File: src/hw/rtl/pjb_pkg.sv
`timescale 1ns / 1ps

package pjb_pkg;

  typedef enum logic [2:0] {
    CMD_WRITE    = 3'd0,
    CMD_PULL     = 3'd1,
    CMD_START    = 3'd2,
    CMD_STOP     = 3'd3,
    CMD_FLUSH    = 3'd4,
    CMD_CLEAR_EV = 3'd5
  } cmd_e;

  localparam logic REG_VOLUME = 1'b0;
  localparam logic REG_PERIOD = 1'b1;

  localparam int EV_UNDERRUN_BIT = 0;
  localparam int EV_OVERFLOW_BIT = 1;

  localparam int SAMPLE_W = 16;
  localparam int VOL_W    = 7;
  localparam int PERIOD_W = 8;
  localparam int SIL_W    = 16;

  localparam logic [VOL_W-1:0] VOL_MAX     = 7'd100;
  localparam logic [VOL_W-1:0] VOL_RESET   = 7'd75;
  localparam logic [PERIOD_W-1:0] PERIOD_RESET = 8'd16;

  // |sample| * volume fits 22 bits; /100 as multiply by ceil(2^29/100) >> 29
  localparam int PROD_W     = 22;
  localparam int DIV_MULT_W = 23;
  localparam int DIV_SHIFT  = 29;
  localparam logic [DIV_MULT_W-1:0] DIV_MULT = 23'd5368710;

  localparam int QUEUE_DEPTH = 4;
  localparam int QLVL_W      = 3;
  localparam int QPTR_W      = 2;

  typedef struct packed {
    logic       active;
    logic [1:0] events;
    logic       last;
  } status_t;

endpackage

File: src/hw/rtl/pjb_front.sv
`timescale 1ns / 1ps

module pjb_front #(
  parameter int FIFO_SAMPLES   = 8192,
  parameter int BLOCK_FRAMES   = 256,
  parameter int IDLE_STOP_TIME = 400,
  parameter int PTR_W          = 13,
  parameter int FILL_W         = 14
) (
  input  logic                         clk_i,
  input  logic                         rst_ni,
  input  logic                         in_valid_i,
  output logic                         in_stall_o,
  input  logic [2:0]                   cmd_i,
  input  logic [pjb_pkg::SAMPLE_W-1:0] sample_i,
  input  logic                         cfg_we_i,
  input  logic                         cfg_idx_i,
  input  logic [7:0]                   cfg_wdata_i,
  input  logic [pjb_pkg::QLVL_W-1:0]   q_level_i,
  output logic                         q_push_o,
  output logic [pjb_pkg::SAMPLE_W-1:0] q_sample_o,
  output pjb_pkg::status_t             q_status_o,
  output logic [FILL_W-1:0]            q_fill_o,
  output logic [pjb_pkg::VOL_W-1:0]    volume_o,
  output logic                         st_we_o,
  output logic [PTR_W-1:0]             st_waddr_o,
  output logic [pjb_pkg::SAMPLE_W-1:0] st_wdata_o,
  output logic                         st_re_o,
  output logic [PTR_W-1:0]             st_raddr_o,
  input  logic [pjb_pkg::SAMPLE_W-1:0] st_rdata_i
);

  localparam int FI_W = $clog2(BLOCK_FRAMES);
  localparam int BR_W = $clog2(BLOCK_FRAMES + 1);

  logic [PTR_W-1:0]               rd_q, rd_d, wr_q, wr_d;
  logic [FILL_W-1:0]              held_q, held_d;
  logic                           run_q, run_d;
  logic [1:0]                     ev_q, ev_d, ev_out;
  logic [FI_W-1:0]                fi_q, fi_d;
  logic [BR_W-1:0]                br_q, br_d;
  logic [pjb_pkg::SIL_W-1:0]      sil_q, sil_d;
  logic [pjb_pkg::VOL_W-1:0]      vol_q, vol_d;
  logic [pjb_pkg::PERIOD_W-1:0]   per_q, per_d;

  logic                           desc_v_q;
  logic                           desc_pop_q;
  pjb_pkg::status_t               desc_status_q;
  logic [FILL_W-1:0]              desc_fill_q;

  logic                           accept;
  logic                           pop;
  logic                           last;
  logic [BR_W-1:0]                got;
  logic [BR_W-1:0]                fi_plus;
  logic [pjb_pkg::PERIOD_W-1:0]   bms;
  logic [pjb_pkg::SIL_W:0]        sil_sum;
  logic [pjb_pkg::SIL_W-1:0]      sil_new;
  logic [pjb_pkg::VOL_W-1:0]      vol_wr;

  assign in_stall_o = (32'(q_level_i) + 32'(desc_v_q)) >= 32'(pjb_pkg::QUEUE_DEPTH);
  assign accept     = in_valid_i && !in_stall_o;

  always_comb begin
    vol_d  = vol_q;
    per_d  = per_q;
    vol_wr = cfg_wdata_i[pjb_pkg::VOL_W-1:0];
    if (cfg_we_i) begin
      unique case (cfg_idx_i)
        pjb_pkg::REG_VOLUME: vol_d = (vol_wr > pjb_pkg::VOL_MAX) ? pjb_pkg::VOL_MAX : vol_wr;
        pjb_pkg::REG_PERIOD: per_d = cfg_wdata_i;
        default: ;
      endcase
    end
  end

  always_comb begin
    rd_d    = rd_q;
    wr_d    = wr_q;
    held_d  = held_q;
    run_d   = run_q;
    ev_d    = ev_q;
    fi_d    = fi_q;
    br_d    = br_q;
    sil_d   = sil_q;
    pop     = 1'b0;
    last    = 1'b0;
    st_we_o = 1'b0;
    got     = br_q;
    fi_plus = BR_W'(fi_q) + BR_W'(1);
    bms     = (per_q == '0) ? pjb_pkg::PERIOD_W'(1) : per_q;
    sil_sum = {1'b0, sil_q} + (pjb_pkg::SIL_W + 1)'(bms);
    sil_new = sil_sum[pjb_pkg::SIL_W] ? '1 : sil_sum[pjb_pkg::SIL_W-1:0];
    if (fi_q == '0) begin
      got = (32'(held_q) < 32'(BLOCK_FRAMES)) ? BR_W'(held_q) : BR_W'(BLOCK_FRAMES);
    end
    if (accept) begin
      unique case (pjb_pkg::cmd_e'(cmd_i))
        pjb_pkg::CMD_WRITE: begin
          if (run_q) begin
            if (32'(held_q) < 32'(FIFO_SAMPLES)) begin
              st_we_o = 1'b1;
              wr_d    = (wr_q == PTR_W'(FIFO_SAMPLES - 1)) ? '0 : wr_q + PTR_W'(1);
              held_d  = held_q + FILL_W'(1);
            end else begin
              ev_d[pjb_pkg::EV_OVERFLOW_BIT] = 1'b1;
            end
          end
        end
        pjb_pkg::CMD_PULL: begin
          if (run_q) begin
            br_d = got;
            if (fi_q == '0 && 32'(got) < 32'(BLOCK_FRAMES)) begin
              ev_d[pjb_pkg::EV_UNDERRUN_BIT] = 1'b1;
            end
            if (32'(fi_q) < 32'(got) && held_q != '0) begin
              pop    = 1'b1;
              rd_d   = (rd_q == PTR_W'(FIFO_SAMPLES - 1)) ? '0 : rd_q + PTR_W'(1);
              held_d = held_q - FILL_W'(1);
            end
            if (fi_plus == BR_W'(BLOCK_FRAMES)) begin
              last  = 1'b1;
              fi_d  = '0;
              sil_d = (got == '0) ? sil_new : '0;
              if (sil_d >= pjb_pkg::SIL_W'(IDLE_STOP_TIME)) begin
                run_d = 1'b0;
              end
            end else begin
              fi_d = FI_W'(fi_plus);
            end
          end
        end
        pjb_pkg::CMD_START: begin
          if (!run_q) begin
            rd_d   = '0;
            wr_d   = '0;
            held_d = '0;
            ev_d   = '0;
            fi_d   = '0;
            br_d   = '0;
            sil_d  = '0;
            run_d  = 1'b1;
          end
        end
        pjb_pkg::CMD_STOP: run_d = 1'b0;
        pjb_pkg::CMD_FLUSH: begin
          rd_d   = '0;
          wr_d   = '0;
          held_d = '0;
          run_d  = 1'b0;
        end
        pjb_pkg::CMD_CLEAR_EV: ev_d = '0;
        default: ;
      endcase
    end
    // read-clear reports the latches as they were
    ev_out = (pjb_pkg::cmd_e'(cmd_i) == pjb_pkg::CMD_CLEAR_EV) ? ev_q : ev_d;
  end

  always_ff @(posedge clk_i or negedge rst_ni) begin
    if (!rst_ni) begin
      rd_q     <= '0;
      wr_q     <= '0;
      held_q   <= '0;
      run_q    <= 1'b0;
      ev_q     <= '0;
      fi_q     <= '0;
      br_q     <= '0;
      sil_q    <= '0;
      vol_q    <= pjb_pkg::VOL_RESET;
      per_q    <= pjb_pkg::PERIOD_RESET;
      desc_v_q <= 1'b0;
    end else begin
      rd_q     <= rd_d;
      wr_q     <= wr_d;
      held_q   <= held_d;
      run_q    <= run_d;
      ev_q     <= ev_d;
      fi_q     <= fi_d;
      br_q     <= br_d;
      sil_q    <= sil_d;
      vol_q    <= vol_d;
      per_q    <= per_d;
      desc_v_q <= accept;
    end
  end

  always_ff @(posedge clk_i) begin
    if (accept) begin
      desc_pop_q           <= pop;
      desc_status_q.active <= run_d;
      desc_status_q.events <= ev_out;
      desc_status_q.last   <= last;
      desc_fill_q          <= held_d;
    end
  end

  assign st_waddr_o = wr_q;
  assign st_wdata_o = sample_i;
  assign st_re_o    = accept && pop;
  assign st_raddr_o = rd_q;

  assign q_push_o   = desc_v_q;
  assign q_sample_o = desc_pop_q ? st_rdata_i : '0;
  assign q_status_o = desc_status_q;
  assign q_fill_o   = desc_fill_q;
  assign volume_o   = vol_q;

endmodule

File: config.mk
export PLATFORM = sky130hd
export DESIGN_NAME = pjb_front
export DESIGN_NICKNAME = d
export VERILOG_FILES = /design/src/hw/rtl/pjb_pkg.sv /design/src/hw/rtl/pjb_front.sv
export SDC_FILE = /design/constraint.sdc
export NUM_CORES = 1
export LEC_CHECK = 0
export BUFFER_PORTS_ARGS = -buffer_cell sky130_fd_sc_hd__buf_2
export CORE_UTILIZATION = 56
export DETAILED_ROUTE_END_ITERATION = 8
export PLACE_DENSITY = 0.9
export REMOVE_ABC_BUFFERS = 1
export SETUP_SLACK_MARGIN = 0.3
export SLEW_MARGIN = 20
export SYNTH_ARGS = -nofsm -noshare
export SYNTH_HDL_FRONTEND = slang
export SYNTH_SLANG_ARGS = --single-unit
File: constraint.sdc
create_clock -name clk_i -period 5.75 [get_ports clk_i]
set_clock_uncertainty 0.2 [all_clocks]
set_input_delay 0.2875 -clock clk_i [delete_from_list [all_inputs] [get_ports clk_i]]
set_output_delay 0.2875 -clock clk_i [all_outputs]
set_load 0.01 [all_outputs]
After elaboration in Yosys (flattened, before gate mapping) --
Cells that the tools add are included.
Cells by class: add/sub/neg operators 7, $lt $le $gt $ge 7, equality and inequality tests 14, multiplexer cells 57, bitwise logic cells 1, reductions and logical operators 21
Operator list (number):
- 16-bit two-way mux | 6
- 13-bit two-way mux | 7
- 14-bit two-way mux | 6
- 13-bit case mux with 3 select lines | 2
- 14-bit case mux with 4 select lines | 1
- 9-bit two-way mux | 4
- 8-bit two-way mux | 4
- 16-bit case mux with 2 select lines | 1
- 13-bit by 1-bit adder with 13-bit output (second input constant) | 2
- 13-bit equality test (second input constant) | 2
- 9-bit case mux with 2 select lines | 1
- 16-bit by 8-bit adder with 17-bit output | 1
- 1-bit two-way mux | 17
- 16-bit by 9-bit greater-or-equal comparator with 1-bit output (second input constant) | 1
- 8-bit logical NOT | 2
- 8-bit case mux with 2 select lines | 1
- 5-bit AND reduction | 3
- 14-bit by 1-bit adder with 14-bit output (second input constant) | 1
- 14-bit < comparator (second input constant) | 1
- 14-bit by 9-bit < comparator with 1-bit output (second input constant) | 1
- 14-bit nonzero test | 1
- 14-bit by 1-bit subtractor with 14-bit output (second input constant) | 1
- 2-bit inequality test (second input constant) | 6
- 8-bit by 1-bit adder with 9-bit output (second input constant) | 1
- other kinds (22) | 34
Storage, ports and cells: register bits after elaboration 111, input bits 51, output and inout port bits 87, logic and storage cells 123

Longest topological paths before layout --
Gate-level depths: netlist (run 1).
word-level depth 11, depth in mapped cells 17, gate-level depth less buffers 15

Least setup slack after synthesis (run 1) --
Ideal clock, no wire load.
kind flip-flop to flip-flop, from reg fi_q[0], to reg desc_fill_q[3], in the netlist q_fill_o[3] (data pin), library setup time 0.259 ns, arrival time 3.652 ns, setup slack 1.639 ns, cell stages (with the launch flop) 16, buffers on the path 2, period minus slack after synthesis 4.111 ns, cell sequence dfrtp_1 -> inv_1 -> ha_1 -> or4b_4 -> or2_2 -> clkbuf_1 -> buf_2 -> a22oi_1 -> ha_1 -> a21o_1 -> a21oi_1 -> o21ai_1 -> a2111oi_4 -> o21ai_1 -> or3_1 -> a31o_1
Between the ends: cells in the longest elaborated chain, start to end 8
Ends and longest elaborated chain:
- start, declared | RTL line pjb_front.sv:40 | logic [FI_W-1:0] fi_q, fi_d;
- start signal, assigned | RTL line pjb_front.sv:179 | fi_q <= fi_d;
- 8-bit logical NOT | RTL line pjb_front.sv:94 | if (fi_q == '0) begin
- 9-bit two-way mux | RTL line pjb_front.sv:94
- 8-bit by 9-bit < comparator with 1-bit output * | RTL line pjb_front.sv:116 | if (32'(fi_q) < 32'(got) && held_q != '0) begin
- 1-bit logical AND * | RTL line pjb_front.sv:116
- 14-bit two-way mux * | RTL line pjb_front.sv:116
- 14-bit two-way mux * | RTL line pjb_front.sv:111 | if (run_q) begin
- 14-bit case mux with 4 select lines * | RTL line pjb_front.sv:98 | unique case (pjb_pkg::cmd_e'(cmd_i))
- 14-bit two-way mux * | RTL line pjb_front.sv:97 | if (accept) begin
- named net held_d[3] | RTL line pjb_front.sv:37 | logic [FILL_W-1:0] held_q, held_d;
- end signal, assigned | RTL line pjb_front.sv:194 | desc_fill_q <= held_d;
- end, declared | RTL line pjb_front.sv:49 | logic [FILL_W-1:0] desc_fill_q;
The timed path passes the listed nets; every way through them passes the cells marked *. A chain may end at the register's enable or synchronous reset.

Final worst setup path (run 1) --
from reg fi_q[0], to out st_re_o
Between the ends: cells in the longest elaborated chain, start to end 9
Ends and longest elaborated chain:
- 8-bit logical NOT | RTL line pjb_front.sv:94
- 9-bit two-way mux | RTL line pjb_front.sv:94
- 8-bit by 9-bit < comparator with 1-bit output * | RTL line pjb_front.sv:116
- 1-bit logical AND * | RTL line pjb_front.sv:116
- 1-bit two-way mux * | RTL line pjb_front.sv:116
- 1-bit two-way mux * | RTL line pjb_front.sv:111
- 1-bit two-way mux * | RTL line pjb_front.sv:98
- 1-bit two-way mux * | RTL line pjb_front.sv:97
- 1-bit logical AND * | RTL line pjb_front.sv:200 | assign st_re_o = accept && pop;
- end, declared | RTL line pjb_front.sv:28 | output logic st_re_o,
Mark *: on every way between the ends. The rest lies on a longest branch, timed or not.

==> results.py, run 1 <==
metrics = {
    "run_status": {
        "outcome": "completed",
    },
    "sta": {
        "max-slew-margin-rel": 0.315,
        "fin_tns_setup_ps": 0,
        "finalSetupViolCount": 0,
        "slew_violations": 0,
        "hold-worst-slack_ps": 7.19,
        "hold_viol_final": 0,
        "rsz0062_at_grt": "false",
        "post-route-period-util": 0.784,
        "worst_pin_slew_ps": 1030,
        "worst_slack_ps": 1240,
        "fmax_mhz": 222,
        "period_minus_slack_ps": 4510,
    },
    "finish": {
        "multi_input_area_sq_um": 3460,
        "area_growth_syn_to_layout_pct": 12.0,
        "fillers": 901,
        "fin_nets": 892,
        "diodes": 0,
        "fin_cells": 967,
        "seq_area_sq_um": 2880,
        "drive_gt1_frac": 0.189,
    },
    "detailed_routing": {
        "wire_per_inst_um": 17.3,
        "vias": 6085,
        "drtAntennaViolNets": 0,
        "drc": 0,
        "drt_iter0_markers": 642,
        "firstDrtPassIters": 6,
        "vias_per_cell": 6.29,
        "routed_wl_mm": 16.7,
    },
    "global_route": {
        "grt_remaining_overflow": 0,
        "grt_antenna_before_repair": 0,
        "grt_pass1_vias": 5691,
        "grt_pass1_wl_mm": 27.8,
        "grt_start_max_net_pins": 76,
        "grt_use_total": 0.277,
    },
    "critical_path": {
        "crit_path_end_kind": "primary output",
        "startpoint_type": "flip-flop",
        "critPathKind": "reg -> out",
        "crit_fanout": 15,
        "arrival_ps": 4020,
        "required_ps": 5260,
    },
    "die": {
        "rows": 39,
        "ios": 138,
        "die_h_um": 111,
        "core_region_area_sq_um": 11500,
        "initial_utilization": 0.579,
        "die_w_um": 111,
        "die-area_sq_um": 12300,
    },
    "yosys": {
        "async_flop_share": 0.829,
        "synthTopCellsByArea": "dfrtp_1, edfxtp_1, o21ai_0",
        "synth_top_cell_area_share": 0.328,
        "post-synth-top-count-cell": "o21ai_0",
        "syn_inst": 743,
        "ys_seq_area_frac": 0.434,
        "ys_ff_latch": 111,
        "yosys.area.top_type": "dfrtp_1",
        "ys_top_cells_by_count": "o21ai_0, dfrtp_1, nand2_1",
        "avgSynthCellArea_sq_um": 8.93,
        "syn_area_sq_um": 6640,
        "ys.flop_type": "dfrtp_1",
        "synth_enable_flop_cells": 19,
        "yosysWarnings": 0,
        "synth_cell_types": 75,
    },
    "pwr": {
        "switching_share": 0.349,
        "power.switching_mw": 0.753,
        "p_comb_frac": 0.284,
        "irDropWorstVdd_mv": 0.253,
        "p_leak_nw": 3.38,
        "seq_power_share": 0.446,
        "powerDensity_nw_per_um2": 290,
        "power_frac_clock": 0.271,
        "internal-power_mw": 1.41,
        "finalPower_mw": 2.16,
    },
    "placed_design": {
        "finalWeightedCongestion": 0.896,
        "dp.cells": 947,
        "dp.final_hpwl_mm": 11.6,
        "pre_cts_slack_ps": 1380,
        "port_buffers": 105,
    },
    "clock_network": {
        "cts_buffers": 9,
        "cts.repair.resized": 0,
        "cts_tree": "done",
        "clk_pin_slew_ps": 80,
        "clock_sinks": 111,
        "clockBufferDepth": 2,
        "ctsRootBufferMaster": "clkbuf_16",
        "htreeDepth": 3,
        "clk_latency_ps": 360,
    },
    "min_path": {
        "hold_class": "in -> reg",
    },
    "run": {
        "drv_cap": 0,
    },
}
final cells by class:
type,count,share of cell area
repair buffers,112,0.0794
inverters,13,0.00656
well taps,143,0.0241
multi-input cells,572,0.466
flip-flops and latches,111,0.387
clock buffers,10,0.0321
clock inverters,6,0.00488
critical path, stage by stage (launching register included):
cell and delay (ps):
dfrtp_1 430, inv_1 80, ha_1 130, or4b_4 480
or2_2 440, a22oi_1 340, ha_1 290, o2111ai_1 190
a31oi_1 100, a2111oi_4 440, or2_4 240, nand2_4 80
inv_1 230, buf_2 180
state kept, by name, indices dropped and copies added (netlist names):
name,cells
st_waddr_o,13
br_q,9
volume_o,7
run_q,1
sil_q,16
per_q,8
ev_q,2
desc_pop_q,1
q_status_o,4
fi_q,8
held_q,14
q_push_o,1
q_fill_o,14
st_raddr_o,13
per-layer routing:
layer  part of all wire  track usage
met4              0.020       0.0791
met5                  0            0
met3              0.077       0.0793
met1               0.43        0.364
met2               0.48        0.446
power groups by stage:
stage / Sequential, mW / Clock (mW) / Combinational, mW
floorplan: 0.963 / 0 / 0.408
global placement: 0.972 / 0 / 0.577
detailed placement: 0.973 / 0 / 0.591
CTS: 0.959 / 0.592 / 0.603
global route: 0.973 / 0.623 / 0.677
finish: 0.963 / 0.584 / 0.613
what timing repair did:
action	CTS	global route
hold buffers	4	0
setup buffers	0	0
hold endpoints to repair	20	0
cells in the final DEF, fill, tap and decap left out, drive strengths merged, types with 5 or more instances in the layout:
| master | n |
|---|---|
| inv | 13 |
| dfstp | 5 |
| dfrtp | 87 |
| clkbuf | 10 |
| and3 | 23 |
| or2 | 5 |
| nand4 | 6 |
| xnor2 | 8 |
| mux2 | 11 |
| nand2b | 9 |
| a22oi | 7 |
| nor4 | 6 |
| or3 | 6 |
| a21oi | 45 |
| o31ai | 6 |
| nor3 | 18 |
| nor2 | 58 |
| o21ai | 92 |
| edfxtp | 19 |
| a21o | 12 |
| a22o | 9 |
| a31oi | 12 |
| nor2b | 10 |
| xor2 | 7 |
| buf | 108 |
| clkinv | 5 |
| and2 | 22 |
| nand3 | 39 |
| ha | 21 |
| nand2 | 84 |
path summary, 6_finish.rpt:
path	start	end	slack [ps]	cells after the start
max in group asynchronous	rst_ni	held_q[4]$_DFF_PN0_	3990	3
hold reg to reg	sil_q[7]$_DFFE_PN0P_	sil_q[7]$_DFFE_PN0P_	290	2
min in group asynchronous	rst_ni	fi_q[7]$_DFFE_PN0P_	130	2
hold / removal	cfg_wdata_i[0]	volume_o[0]$_DFFE_PN1P_	7	2
setup reg to reg	fi_q[0]$_DFFE_PN0P_	q_fill_o[1]$_DFFE_PP_	1300	13
setup / recovery	fi_q[0]$_DFFE_PN0P_	st_re_o	1240	13
cell families (layout without fill, tap and decap cells):
logic type      after synthesis  after routing  share of synthesized area
compound gates              220            220                      0.204
xor+xnor                     15             15                     0.0198
mux                          12             12                     0.0202
fa+ha+maj                    22             22                     0.0426
buf+inv                      60            141                     0.0445
flops                       111            111                      0.434
simple gates                303            303                      0.235
through the flow:
stage                util  area (sq um)
floorplan               -          6390
global route        0.648          7440
CTS                 0.648          7440
finish              0.648          7440
detailed placement  0.621          7120
global placement    0.621          7120
Note: power is estimated with default switching activity, not from simulation.
==> run 2: changes to the inputs <==
CORE_UTILIZATION = 50   (was 56)
PLACE_DENSITY = 0.86   (was 0.9)
clock period = 3.7 ns   (was 5.75 ns; I/O delays follow)
==> results.py, run 2 (synthesis gave the netlist of run 1 again) <==
metrics = {
    "run_status": {
        "outcome": "finished with violations",
        "violations": "negative setup slack",
    },
    "detailed_routing": {
        "drtAntennaViolNets": 0,
        "firstDrtPassIters": 6,
        "drc": 0,
        "routed_wl_mm": 18.8,
        "vias": 6409,
        "vias_per_cell": 6.09,
        "drt_iter0_markers": 668,
        "wire_per_inst_um": 17.8,
    },
    "sta": {
        "period_minus_slack_ps": 3950,
        "worst_slack_ps": -254,
        "finalSetupViolCount": 37,
        "slew_violations": 0,
        "rsz0062_at_grt": "true",
        "hold-worst-slack_ps": 21.4,
        "hold_viol_final": 0,
        "max-slew-margin-rel": 0.418,
        "fmax_mhz": 253,
        "worst_pin_slew_ps": 866,
        "post-route-period-util": 1.07,
    },
    "pwr": {
        "switching_share": 0.369,
        "finalPower_mw": 3.82,
        "power_frac_clock": 0.243,
        "powerDensity_nw_per_um2": 459,
        "p_comb_frac": 0.371,
        "seq_power_share": 0.387,
        "power.switching_mw": 1.41,
        "p_leak_nw": 3.71,
        "irDropWorstVdd_mv": 0.389,
        "internal-power_mw": 2.41,
    },
    "global_route": {
        "grt_start_max_net_pins": 43,
        "grt_use_total": 0.274,
        "grt_pass1_wl_mm": 29.0,
        "grt_remaining_overflow": 0,
        "grt_antenna_before_repair": 0,
        "grt_pass1_vias": 5990,
    },
    "die": {
        "die-area_sq_um": 13700,
        "rows": 41,
        "die_w_um": 117,
        "core_region_area_sq_um": 12800,
        "initial_utilization": 0.520,
        "die_h_um": 117,
        "ios": 138,
    },
    "clock_network": {
        "clock_sinks": 111,
        "ctsRootBufferMaster": "clkbuf_16",
        "cts_tree": "done",
        "clk_latency_ps": 360,
        "clk_pin_slew_ps": 80,
        "cts_buffers": 9,
        "htreeDepth": 3,
        "clockBufferDepth": 2,
    },
    "placed_design": {
        "finalWeightedCongestion": 0.948,
        "dp.final_hpwl_mm": 12.6,
        "port_buffers": 105,
    },
    "critical_path": {
        "critPathKind": "reg -> out",
        "cpPeakStageDelay_ps": 480,
        "crit_path_end_kind": "primary output",
        "startpoint_type": "flip-flop",
        "required_ps": 3310,
        "crit_fanout": 7,
        "arrival_ps": 3570,
        "slowest_stage": "or4b_4",
        "crit_chain": "inv_1, ha_2, or4b_4, or2_4, buf_4, a22oi_2, ha_4, a21oi_2, o21ai_2, a2111oi_4, or2_4, buf_12, nand2_8, inv_4, buf_6, buf_6",
    },
    "finish": {
        "final_common_cell": "buf_2",
        "largest_reg_flops": 16,
        "max_flop_register": "sil_q",
        "area_growth_syn_to_layout_pct": 25.2,
        "drive_gt1_frac": 0.302,
        "fin_nets": 949,
        "layout_common_cells": "buf_2, dfrtp_1, nand2_1, o21ai_0, nor2_1",
        "diodes": 0,
    },
    "min_path": {
        "hold_class": "in -> reg",
    },
    "run": {
        "drv_cap": 0,
    },
}
-- run 2: changes by cell type in the layout (fill, tap and decap cells not counted), sizes merged --
cell         change
clkinvlp         -1
clkbuf           -1
inv              +2
dlygate4sd3      +5
buf             +52
-- run 2: area by class of cell --
cell class	count	area, sq um
clock buffer	9	225
clock inverter	7	47.5
fill	976	4470
inverter	13	51.3
multi-input combinational	572	3790
sequential	111	2880
tap	172	215
timing repair buffer	169	1100
-- run 2: per-stage QoR --
step	instances	TNS, ps	setup slack, ps	utilization	instance area [sq um]
floorplan	696	-2440	-242	-	6390
global placement	1014	-4530	-228	0.584	7450
detailed placement	1014	-9750	-359	0.584	7450
CTS	1048	-2690	-207	0.636	8130
global route	1053	-11170	-405	0.650	8310
finish	1053	-4440	-254	0.650	8310
-- run 2: worst max-delay path: cells and delay by family (launching register included) --
kind                     cells  cell delay, ps
adder cells (fa/ha/maj)      2             390
AO/OA/AOI/OAI                4             780
buffers and inverters        6             610
AND/OR/NAND/NOR              4            1050
flip-flops                   1             390
-- run 2: path summary, 6_finish.rpt --
check,from,end,slack (ps),cells past startpoint
setup / recovery,fi_q[0]$_DFFE_PN0P_,st_re_o,-250,16
hold / removal,cmd_i[1],ev_q[1]$_DFF_PN0_,20,2
setup reg to reg,fi_q[0]$_DFFE_PN0P_,q_fill_o[6]$_DFFE_PP_,-240,16
hold reg to reg,sil_q[5]$_DFFE_PN0P_,sil_q[5]$_DFFE_PN0P_,300,2
max in group asynchronous,rst_ni,volume_o[3]$_DFFE_PN1P_,2330,3
min in group asynchronous,rst_ni,sil_q[13]$_DFFE_PN0P_,100,2
-- run 2: repair_timing --
action	CTS	global route
setup buffers	9	5
hold buffers	9	0
setup endpoints to repair	52	54
pin swaps	32	21
gates resized for setup	68	34
hold endpoints to repair	45	0
-- run 2: power by group through the flow --
stage	registers [mW]	logic, mW	clock network, mW
2_1_floorplan	1.50	0.634	0
3_3_place_gp	1.48	1.05	0
3_5_place_dp	1.49	1.08	0
4_1_cts	1.47	1.29	0.933
5_1_grt	1.49	1.51	0.979
6_report	1.47	1.41	0.927
-- run 2: per-layer routing --
layer / share of wire / GRT usage / up-vias
met5: 0 / 0 / -
met4: 0.022 / 0.0945 / 0
met3: 0.078 / 0.0824 / 42
met2: 0.50 / 0.465 / 325
met1: 0.40 / 0.329 / 3066
li1: - / - / 2976
==> run 3: changes to the inputs <==
CORE_ASPECT_RATIO = 1.2   (was default)
==> results.py, run 3 (synthesis gave the netlist of run 1 again) <==
metrics = {
    "sta": {
        "slew_violations": 0,
        "finalSetupViolCount": 42,
        "fin_tns_setup_ps": -6100,
        "rsz0062_at_grt": "true",
        "fmax_mhz": 251,
        "period_minus_slack_ps": 3990,
        "hold_viol_final": 0,
        "max-slew-margin-rel": 0.312,
        "post-route-period-util": 1.08,
        "hold-worst-slack_ps": 22.6,
        "worst_slack_ps": -289,
        "worst_pin_slew_ps": 1020,
    },
    "critical_path": {
        "crit_fanout": 7,
        "r2r_slack_ps": -290,
        "ff2ff_path_depth": 18,
        "critPathKind": "reg -> reg",
        "arrival_ps": 3890,
        "startpoint": "fi_q[1]$_DFFE_PN0P_",
        "timing.rr.start": "fi_q[1]$_DFFE_PN0P_",
        "crit_path_end_kind": "flip-flop",
        "startpoint_type": "flip-flop",
        "critPathCapture": "q_fill_o[0]$_DFFE_PP_",
        "reg2reg_to": "q_fill_o[0]$_DFFE_PP_",
        "required_ps": 3600,
    },
    "placed_design": {
        "port_buffers": 105,
        "pre_cts_slack_ps": -449,
        "dp.final_hpwl_mm": 12.9,
        "finalWeightedCongestion": 0.950,
        "dp.cells": 1011,
        "place_area_sq_um": 7480,
    },
    "global_route": {
        "grt_start_max_net_pins": 37,
        "grt_antenna_before_repair": 0,
        "grt_remaining_overflow": 0,
        "grt_pass1_vias": 6157,
        "grt_pass1_wl_mm": 30.1,
        "grt_use_total": 0.278,
    },
    "clock_network": {
        "cts_tree": "done",
        "clk_pin_slew_ps": 70,
        "clockBufferDepth": 2,
        "clk_latency_ps": 360,
        "htreeDepth": 3,
        "clock_sinks": 111,
        "ctsRootBufferMaster": "clkbuf_16",
        "cts_buffers": 9,
    },
    "die": {
        "ios": 138,
        "rows": 45,
        "die_w_um": 107,
        "die_h_um": 128,
        "initial_utilization": 0.519,
        "core_region_area_sq_um": 12800,
        "die-area_sq_um": 13700,
    },
    "finish": {
        "fillers": 980,
        "final_cell_area_sq_um": 8330,
        "seq_area_sq_um": 2880,
        "drive_gt1_frac": 0.294,
        "fin_nets": 952,
        "layout_common_cells": "buf_2, dfrtp_1, nand2_1, o21ai_0, nor2_1",
        "final_common_cell": "buf_2",
        "diodes": 0,
        "max_flop_register": "sil_q",
        "fin_util": 0.652,
        "area_growth_syn_to_layout_pct": 25.5,
        "largest_reg_flops": 16,
        "fin_cells": 1048,
        "multi_input_area_sq_um": 3760,
    },
    "pwr": {
        "powerDensity_nw_per_um2": 463,
        "p_leak_nw": 3.74,
        "irDropWorstVdd_mv": 0.327,
        "finalPower_mw": 3.85,
    },
    "run": {
        "drv_cap": 0,
    },
    "run_status": {
        "violations": "negative setup slack",
        "outcome": "finished with violations",
    },
    "detailed_routing": {
        "drc": 0,
        "vias": 6446,
        "drtAntennaViolNets": 0,
        "firstDrtPassIters": 7,
        "routed_wl_mm": 18.7,
        "wire_per_inst_um": 17.9,
        "drt_iter0_markers": 587,
        "vias_per_cell": 6.15,
    },
    "min_path": {
        "hold_class": "in -> reg",
    },
}
-- run 3: how the worst min path moves through the flow --
| stage | startpoint | endpoint | cells past startpoint |
|---|---|---|---|
| floorplan | rst_ni | br_q[0]$_DFFE_PN0P_ | 0 |
| global placement | rst_ni | br_q[5]$_DFFE_PN0P_ | 1 |
| detailed placement | rst_ni | fi_q[7]$_DFFE_PN0P_ | 1 |
| CTS | cmd_i[1] | ev_q[1]$_DFF_PN0_ | 2 |
| global route | cmd_i[1] | ev_q[1]$_DFF_PN0_ | 2 |
| finish | cmd_i[1] | ev_q[1]$_DFF_PN0_ | 2 |
-- run 3: final cells by class --
cell class,count,area share
Clock buffer,11,0.0303
Clock inverter,5,0.00676
Inverter,13,0.00646
Multi-Input combinational cell,572,0.451
Sequential cell,111,0.346
Tap cell,164,0.0246
Timing Repair Buffer,172,0.135
-- run 3: per-layer routing --
metal	track usage	share of wire	up-vias
met5	0	0	-
met3	0.0651	0.078	58
met1	0.338	0.39	3075
met2	0.466	0.51	331
met4	0.129	0.030	0
li1	-	-	2982
-- run 3: critical path, cell delays in order, from the launching register on --
cell       delay, ps
dfrtp_1          380
inv_1             60
ha_1             120
or4b_4           490
nor4b_4          230
buf_4            200
buf_4            120
a22oi_2           70
ha_4             300
o2111ai_2        110
a31oi_2          220
a2111oi_4        110
or2_4            260
buf_12           130
nand2_8           50
clkinv_4          60
buf_4            130
buf_6            120
o32a_1           370
-- run 3: report_power, final --
| part | internal, mW | switching (mW) |
|---|---|---|
| logic | 0.584 | 0.803 |
| clock network | 0.561 | 0.447 |
| registers | 1.36 | 0.101 |
-- run 3: repair_timing --
item                                   in CTS  in global routing
endpoints found under the hold margin      49                  0
setup endpoints to repair                  53                 60
buffers inserted                            8                  4
pin swaps                                  22                  8
hold buffers                                9                  0
gates resized for setup                    52                 44
